[src/rtl/tce_pkg.sv]
// Package for the text console engine: field widths, operation and character
// codes, controller states and the command and status bundles.
// No dependencies.
package tce_pkg;

	// Default screen geometry
	localparam int DEF_COLUMNS = 80;
	localparam int DEF_ROWS    = 25;

	// Field widths fixed by the stream format
	localparam int OP_W     = 2;
	localparam int CHAR_W   = 8;
	localparam int COLOR_W  = 4;
	localparam int STYLE_W  = 8;
	localparam int INDEX_W  = 11;
	localparam int CURSOR_W = 11;

	// Operation codes
	localparam logic [OP_W-1:0] OP_PUT   = 2'd0;
	localparam logic [OP_W-1:0] OP_CLEAR = 2'd1;
	localparam logic [OP_W-1:0] OP_READ  = 2'd2;

	// Interpreted character codes
	localparam logic [CHAR_W-1:0] CH_BACKSPACE = 8'h08;
	localparam logic [CHAR_W-1:0] CH_TAB       = 8'h09;
	localparam logic [CHAR_W-1:0] CH_NEWLINE   = 8'h0A;
	localparam logic [CHAR_W-1:0] CH_RETURN    = 8'h0D;
	localparam logic [CHAR_W-1:0] CH_SPACE     = 8'h20;

	// Spaces written by a tab before its extra skip
	localparam int TAB_SPACES = 4;
	localparam int TAB_W      = 3;

	typedef enum logic [3:0] {
		S_INIT,
		S_IDLE,
		S_PUT,
		S_NEWLINE,
		S_RETURN,
		S_BACKSPACE,
		S_TAB,
		S_SCROLL,
		S_BLANK,
		S_CLEAR,
		S_READ,
		S_READ_CAP,
		S_DONE
	} state_t;

	typedef enum logic [3:0] {
		ACT_NONE,
		ACT_INIT_WR,
		ACT_CLEAR_WR,
		ACT_PUT,
		ACT_TAB_STEP,
		ACT_NEWLINE,
		ACT_RETURN,
		ACT_BACKSPACE,
		ACT_SCROLL_MOVE,
		ACT_BLANK_WR,
		ACT_READ_ISSUE,
		ACT_READ_CAP
	} act_t;

	typedef struct packed {
		act_t act;
		logic load_item;
		logic load_out;
	} cmd_t;

	typedef struct packed {
		logic wrap;
		logic last_row;
		logic cnt_at_last;
		logic cnt_at_end;
		logic is_tab;
		logic tab_last;
		logic tab_fin;
		logic out_free;
	} status_t;

endpackage

[src/rtl/tce_ctrl.sv]
// Controller of the text console engine: sequences each transaction through
// the datapath. Depends on tce_pkg.
module tce_ctrl
	import tce_pkg::*;
(
	input  logic              clk,
	input  logic              arst_n,
	input  logic              in_valid,
	input  logic [OP_W-1:0]   op,
	input  logic [CHAR_W-1:0] character,
	input  status_t           status,
	output logic              in_ready,
	output cmd_t              cmd
);

	state_t state_q;
	state_t state_d;
	logic   accept;

	// Pick the first working state for a new item
	function automatic state_t dispatch(input logic [OP_W-1:0] o, input logic [CHAR_W-1:0] c);
		state_t s;
		s = S_DONE;
		unique case (o)
			OP_PUT: begin
				unique case (c)
					CH_NEWLINE:   s = S_NEWLINE;
					CH_RETURN:    s = S_RETURN;
					CH_BACKSPACE: s = S_BACKSPACE;
					CH_TAB:       s = S_TAB;
					default:      s = S_PUT;
				endcase
			end
			OP_CLEAR: s = S_CLEAR;
			OP_READ:  s = S_READ;
			default:  s = S_DONE;
		endcase
		return s;
	endfunction

	assign accept = in_valid && in_ready;

	// State register
	always_ff @(posedge clk or negedge arst_n) begin
		if (!arst_n) begin
			state_q <= S_INIT;
		end else begin
			state_q <= state_d;
		end
	end

	// Next state
	always_comb begin
		state_d = state_q;
		unique case (state_q)
			S_INIT: begin
				if (status.cnt_at_end) state_d = S_IDLE;
			end
			S_IDLE: begin
				if (accept) state_d = dispatch(op, character);
			end
			S_PUT: begin
				state_d = status.wrap ? S_SCROLL : S_DONE;
			end
			S_NEWLINE: begin
				state_d = status.last_row ? S_SCROLL : S_DONE;
			end
			S_RETURN, S_BACKSPACE, S_READ_CAP: begin
				state_d = S_DONE;
			end
			S_TAB: begin
				if (status.wrap) state_d = S_SCROLL;
				else if (status.tab_last) state_d = S_DONE;
			end
			S_SCROLL: begin
				if (status.cnt_at_last) state_d = S_BLANK;
			end
			S_BLANK: begin
				if (status.cnt_at_end) begin
					state_d = (status.is_tab && !status.tab_fin) ? S_TAB : S_DONE;
				end
			end
			S_CLEAR: begin
				if (status.cnt_at_end) state_d = S_DONE;
			end
			S_READ: begin
				state_d = S_READ_CAP;
			end
			S_DONE: begin
				if (status.out_free) begin
					state_d = accept ? dispatch(op, character) : S_IDLE;
				end
			end
			default: state_d = S_IDLE;
		endcase
	end

	// Outputs
	always_comb begin
		in_ready      = 1'b0;
		cmd.act       = ACT_NONE;
		cmd.load_item = 1'b0;
		cmd.load_out  = 1'b0;
		unique case (state_q)
			S_INIT:      cmd.act = ACT_INIT_WR;
			S_IDLE:      in_ready = 1'b1;
			S_PUT:       cmd.act = ACT_PUT;
			S_NEWLINE:   cmd.act = ACT_NEWLINE;
			S_RETURN:    cmd.act = ACT_RETURN;
			S_BACKSPACE: cmd.act = ACT_BACKSPACE;
			S_TAB:       cmd.act = ACT_TAB_STEP;
			S_SCROLL:    cmd.act = ACT_SCROLL_MOVE;
			S_BLANK:     cmd.act = ACT_BLANK_WR;
			S_CLEAR:     cmd.act = ACT_CLEAR_WR;
			S_READ:      cmd.act = ACT_READ_ISSUE;
			S_READ_CAP:  cmd.act = ACT_READ_CAP;
			S_DONE: begin
				in_ready     = status.out_free;
				cmd.load_out = status.out_free;
			end
			default:     cmd.act = ACT_NONE;
		endcase
		cmd.load_item = in_valid && in_ready;
	end

endmodule

[config.mk]
export PLATFORM = sky130hd
export DESIGN_NAME = tce_ctrl
export DESIGN_NICKNAME = d
export VERILOG_FILES = /design/src/rtl/tce_pkg.sv /design/src/rtl/tce_ctrl.sv
export SDC_FILE = /design/constraint.sdc
export NUM_CORES = 1
export LEC_CHECK = 0
export BUFFER_PORTS_ARGS = -buffer_cell sky130_fd_sc_hd__clkbuf_2
export CORE_MARGIN = 2
export CORE_UTILIZATION = 45
export CTS_CLUSTER_SIZE = 12
export DETAILED_ROUTE_END_ITERATION = 10
export GPL_TIMING_DRIVEN = 0
export PLACE_DENSITY = 0.85
export SLEW_MARGIN = 20
export SYNTH_ARGS = -nofsm -noshare
export SYNTH_HDL_FRONTEND = slang
export SYNTH_SLANG_ARGS = --single-unit
[constraint.sdc]
create_clock -name clk -period 1.7 [get_ports clk]
set_input_delay 0.085 -clock clk [delete_from_list [all_inputs] [get_ports clk]]
set_output_delay 0.085 -clock clk [all_outputs]
set_load 0.02 [all_outputs]
==> results of run 1 <==
==> metal layers <==
metal  global-route usage [%]  wire, um  vias to the layer above  share of wire (%)
li1                         -         -                      444                  -
met1                     29.5       903                      407                 42
met2                     42.3      1040                       58                 48
met3                     3.67       189                        2                8.8
met4                     4.85        17                        0               0.79
met5                        0         0                        -                  0
==> cells by family (layout without fill, tap and decap cells) <==
kind of cell | after synthesis | in the layout
buffers and inverters | 14 | 48
AO/OA/AOI/OAI | 31 | 31
XOR/XNOR | 2 | 2
flip-flops | 4 | 4
multiplexers | 3 | 3
adder cells (fa/ha/maj) | 2 | 2
AND/OR/NAND/NOR | 44 | 44
==> timing repair <==
item,CTS,global route
setup endpoints to repair,1,7
buffers inserted,0,2
hold buffers,1,0
pin swaps,0,5
endpoints found under the hold margin,4,0
gates resized for setup,2,12
gates cloned,0,1
==> cell usage after synthesis, types with 3 or more instances <==
cell type and count:
a21oi_1 10, nand2_1 9, nand2b_1 5, o21ai_0 5
buf_6 4, dfrtp_1 4, inv_1 4, nor2_1 4
a31oi_1 3, buf_2 3, nand3b_1 3, nand4_1 3
nor2b_1 3
==> layout make-up <==
class / count / area, sq um / area share [%]
buffer: 9 / 86.3 / 8.78
clock buffer: 3 / 22.5 / 2.29
inverter: 5 / 18.8 / 1.91
multi-input combinational: 82 / 564 / 57.4
sequential: 4 / 100 / 10.2
tap: 16 / 20.0 / 2.04
timing repair buffer: 31 / 171 / 17.4
==> stage by stage <==
| step | hold WS [ns] | setup WS, ns | instance area, sq um | setup TNS [ns] | utilization [%] |
|---|---|---|---|---|---|
| detailed placement | -0.105 | 0.0788 | 900 | 0 | 59.0 |
| finish | 0.194 | 0.0981 | 983 | 0 | 64.5 |
| floorplan | -0.211 | 0.166 | 744 | 0 | - |
| CTS | 0.185 | 0.0116 | 941 | 0 | 61.7 |
| global placement | -0.111 | 0.0605 | 900 | 0 | 59.0 |
| global route | 0.198 | -0.0109 | 983 | -0.0109 | 64.5 |
==> report_power, final <==
group	leakage [nW]	switching (W)	internal, W	total, W
combinational	0.391	0.000825	0.000658	0.00148
clock	0.0138	0.0000392	0.0000789	0.000118
sequential	0.0492	0.0000409	0.000146	0.000187
==> worst paths after layout <==
| kind | cells past startpoint | slack, ns | endpoint |
|---|---|---|---|
| setup / recovery | 7 | 0.1 | cmd[1] |
| hold / removal | 2 | 0.19 | state_q[3]$_DFFE_PN0P_ |
| setup reg to reg | 6 | 0.11 | state_q[2]$_DFFE_PN0P_ |
| hold reg to reg | 3 | 0.72 | state_q[0]$_DFFE_PN0P_ |
| max in group asynchronous | 2 | 1.38 | state_q[0]$_DFFE_PN0P_ |
| min in group clk | 4 | 0.25 | state_q[1]$_DFFE_PN0P_ |
==> critical path, stage by stage, from the launching register on <==
cell	delay [ns]
dfrtp_1	0.42
buf_6	0.16
nor2_4	0.12
nand2_2	0.10
a21oi_2	0.15
and2_1	0.13
buf_4	0.10
buf_6	0.10
==> metrics.yaml, run 1 <==
power:
  power_density_mw_per_mm2: 1820
  vdd_drop_max_mv: 0.898
  total_power_w: 0.00179
  p_leak_nw: 0.454
global_routing:
  grt_pass1_wl_mm: 3.55
  grt_start_max_net_pins: 11
  antenna_found_initial: 0
  gr-usage-all-layers_pct: 23.6
  gr-total-overflow: 0
  grt_pass1_vias: 853
cts:
  cts_max_level: 1
  clkTransAtPathRegs_ns: 0.04
  clock_path_buffers: 2
  clock_latency_ns: 0.24
  root_buffer: "clkbuf_4"
  cts_tree: "built"
  cts_buffers: 3
  clock-sinks: 4
detailed_routing:
  drc: 0
  drt.antenna.violating_nets: 0
  drtPass1Iterations: 4
  routedWlPerCell_um: 14.3
  routed_wl_mm: 2.15
  drt_iter0_markers: 30
  vias: 911
  via_per_inst: 6.07
synthesis:
  synth.net_count: 123
  synthCells: 100
  synth_area_sq_um: 744
  yosys_warnings: 0
  synth-main-ff-cell: "dfrtp_1"
  synth_area_per_cell_sq_um: 7.44
  synth_compound_area_share_pct: 26.9
  synth.area.top_cells: "dfrtp_1 13%, a21oi_1 6.7%, buf_6 6.1%, nand2_1 4.5%, nand2b_1 4.2%"
  synth-xor-area-share_pct: 2.35
  ys_seq_area_share_pct: 13.4
  yosys.area.top_type: "dfrtp_1"
  synth_edf_count: 0
  synthAdderAreaFrac_pct: 3.36
  synth-async-reset-ratio_pct: 100
  muxShareOfSynthArea_pct: 4.71
  synth_top_area_share_pct: 13.4
  synth_top_family_by_area: "simple AND/OR/NAND/NOR gates"
  synth-simple-area-share_pct: 36.6
  synth_seq_cells: 4
  ys_types: 45
floorplanning:
  ioPinCount: 28
  core_sq_mm: 0.00152
  dieHeight_um: 44.7
  die_x_um: 44.7
  die_area_sq_mm: 0.00200
  floorplan.initialDensity_pct: 48.9
  row_count: 14
sta:
  max_clock_freq_mhz: 624
  drv_slew: 0
  fin_crit_sh_pct: 94.2
  period_minus_slack_ns: 1.60
  hold_violations: 0
  slew_headroom_pct: 75.7
  setup_violations: 0
  worstMarginPinSlew_ns: 0.361
  skew_ns: 0.00706
min_path:
  hp-class: "primary input to async pin"
setup_path:
  crit-reg2reg-launch: "state_q[3]$_DFFE_PN0P_"
  cp.required_ns: 1.62
  path_max_fanout: 5
  end_kind: "output port"
  cp-start-kind: "register"
  crit_arrival_ns: 1.52
  path_class: "register to output port"
  startpoint: "state_q[3]$_DFFE_PN0P_"
finish:
  instances_no_fill: 150
  nNetsFinal: 159
  antenna-diode-count: 0
  syn_to_final_growth_pct: 32.1
  drive_above_1_share_pct: 40.3
  final_cell_mix: "25 x clkbuf_2, 9 x a21oi_1, 8 x nand2_1"
  final_common_cell: "clkbuf_2"
  fill_cells: 127
  largest_reg_flops: 4
  reg_top3: "state_q (4)"
  largest-register: "state_q"
place:
  gp_congestion: 0.861
  port_buffers: 27
  place_inst: 143
  place_hpwl_mm: 1.68
run_status:
  status: "complete, no violations"
run:
  drv_cap: 0
Note: power is estimated with default switching activity, not from simulation.
==> run 2: changes to the inputs <==
Settings changed: MAX_ROUTING_LAYER set to met4.
==> run 2 against run 1 <==
Cell count grew 0.67%. Non-clock buffer count grew 1. Routed wire length shrank 1.1%. Largest cell class unchanged. Sequential share of layout area shrank 0.22 points. Critical path depth shrank 2. Largest power group unchanged. Setup slack lost 0.062 ns. Sequential cell count is the same.
==> metrics.yaml, run 2 (same netlist as run 1, synthesis figures left out) <==
run_status:
  status: "complete, no violations"
place:
  place_hpwl_mm: 1.58
  place_inst: 143
  gp_congestion: 0.860
  port_buffers: 27
sta:
  setup_violations: 0
  fin_crit_sh_pct: 97.9
  period_minus_slack_ns: 1.66
  rsz0062_at_grt: "yes"
  worstMarginPinSlew_ns: 0.340
  hold_violations: 0
  drv_slew: 0
  slew_headroom_pct: 77.1
  max_clock_freq_mhz: 601
  skew_ns: 0.0149
detailed_routing:
  routedWlPerCell_um: 14.1
  wl_met1_um: 883
  drt.antenna.violating_nets: 0
  routed_wl_mm: 2.12
  wl_met3_um: 171
  drtPass1Iterations: 4
  via_per_inst: 5.99
  met2WireLength_mm: 1.01
  drt_iter0_markers: 33
  drc: 0
  vias: 905
  routed.top_layer: "met4"
setup_path:
  crit_path_cell_trace: "buf_2, a31oi_1, o21ai_1, a21oi_2, mux2_4"
  crit_arrival_ns: 1.81
  path_class: "register to register"
  slowest_delay_ns: 0.42
  path_max_fanout: 5
  end_kind: "register"
  cpMaxStageDelayCell: "dfrtp_1"
  cp-start-kind: "register"
  cp.required_ns: 1.85
global_routing:
  grt_pass1_wl_mm: 3.38
  grt_start_max_net_pins: 11
  antenna_found_initial: 0
  gr-total-overflow: 0
  gr-usage-all-layers_pct: 24.1
  grt_pass1_vias: 781
finish:
  largest-register: "state_q"
  syn_to_final_growth_pct: 35.0
  antenna-diode-count: 0
  largest_reg_flops: 4
  final_common_cell: "clkbuf_2"
  drive_above_1_share_pct: 42.2
  final_util_pct: 65.9
  final_cell_mix: "23 x clkbuf_2, 9 x a21oi_1, 8 x buf_4, 8 x nand2_1"
  reg_top3: "state_q (4)"
  instances_no_fill: 151
  nNetsFinal: 160
cts:
  cts_max_level: 1
  cts_buffers: 3
  clock_path_buffers: 2
  root_buffer: "clkbuf_4"
  clock_latency_ns: 0.26
  cts_tree: "built"
  clock-sinks: 4
  clkTransAtPathRegs_ns: 0.05
run:
  drv_cap: 0
floorplanning:
  die_x_um: 44.7
  ioPinCount: 28
  die_area_sq_mm: 0.00200
  row_count: 14
  core_sq_mm: 0.00152
  dieHeight_um: 44.7
  floorplan.initialDensity_pct: 48.9
power:
  power_density_mw_per_mm2: 1830
  vdd_drop_max_mv: 0.772
  p_leak_nw: 0.463
min_path:
  hp-class: "primary input to async pin"
run 2: critical path, delay by kind of cell (launching register included):
| kind | cells | cell delay (ns) |
|---|---|---|
| buffers and inverters | 1 | 0.17 |
| AOI/OAI and AO/OA | 3 | 0.63 |
| DFF | 1 | 0.42 |
| muxes | 1 | 0.32 |
run 2: routing by layer:
metal  up-vias  track usage [%]
met5         -                -
met4         0             13.3
met3         6             5.71
met2        50             35.9
met1       406             29.6
li1        443                -
run 2: layout make-up:
type                       instances  area [sq um]
clock buffer                       3          22.5
tap                               16          20.0
multi-input combinational         82           578
timing repair buffer              32           175
buffer                             9          90.1
sequential                         4           100
fill                             131           519
inverter                           5          18.8
run 2: worst paths after layout:
kind / depth (start not counted) / endpoint / slack [ns] / startpoint
setup / recovery: 5 / state_q[3]$_DFFE_PN0P_ / 0.04 / state_q[3]$_DFFE_PN0P_
hold / removal: 2 / state_q[1]$_DFFE_PN0P_ / 0.17 / arst_n
setup reg to reg: 5 / state_q[3]$_DFFE_PN0P_ / 0.04 / state_q[3]$_DFFE_PN0P_
hold reg to reg: 3 / state_q[0]$_DFFE_PN0P_ / 0.73 / state_q[0]$_DFFE_PN0P_
max in group asynchronous: 2 / state_q[2]$_DFFE_PN0P_ / 1.39 / arst_n
min in group clk: 4 / state_q[1]$_DFFE_PN0P_ / 0.21 / op[1]
run 2: what timing repair did:
action                                  4_1_cts  5_1_grt
endpoints found under the setup margin        1        6
buffers inserted                              0        3
cloned                                        0        1
gates resized for setup                       5       13
endpoints found under the hold margin         4        0
pin swaps                                     0        1
hold buffers                                  1        0
run 2: stage by stage:
| step | cell area (sq um) | power [W] | TNS [ns] | hold WS (ns) | worst slack (ns) |
|---|---|---|---|---|---|
| floorplan | 744 | 0.00121 | 0 | -0.211 | 0.166 |
| detailed placement | 900 | 0.00152 | 0 | -0.105 | 0.0536 |
| finish | 1000 | 0.00184 | 0 | 0.172 | 0.0357 |
| global route | 1000 | 0.00198 | -0.0409 | 0.179 | -0.0312 |
| CTS | 948 | 0.00169 | 0 | 0.167 | 0.00967 |
| global placement | 900 | 0.00149 | 0 | -0.111 | 0.0564 |
run 2: where the power goes:
group | switching (W) | internal (W)
Combinational | 0.000837 | 0.000685
Clock | 0.0000543 | 0.0000800
Sequential | 0.0000402 | 0.000146
Total | 0.000931 | 0.000911
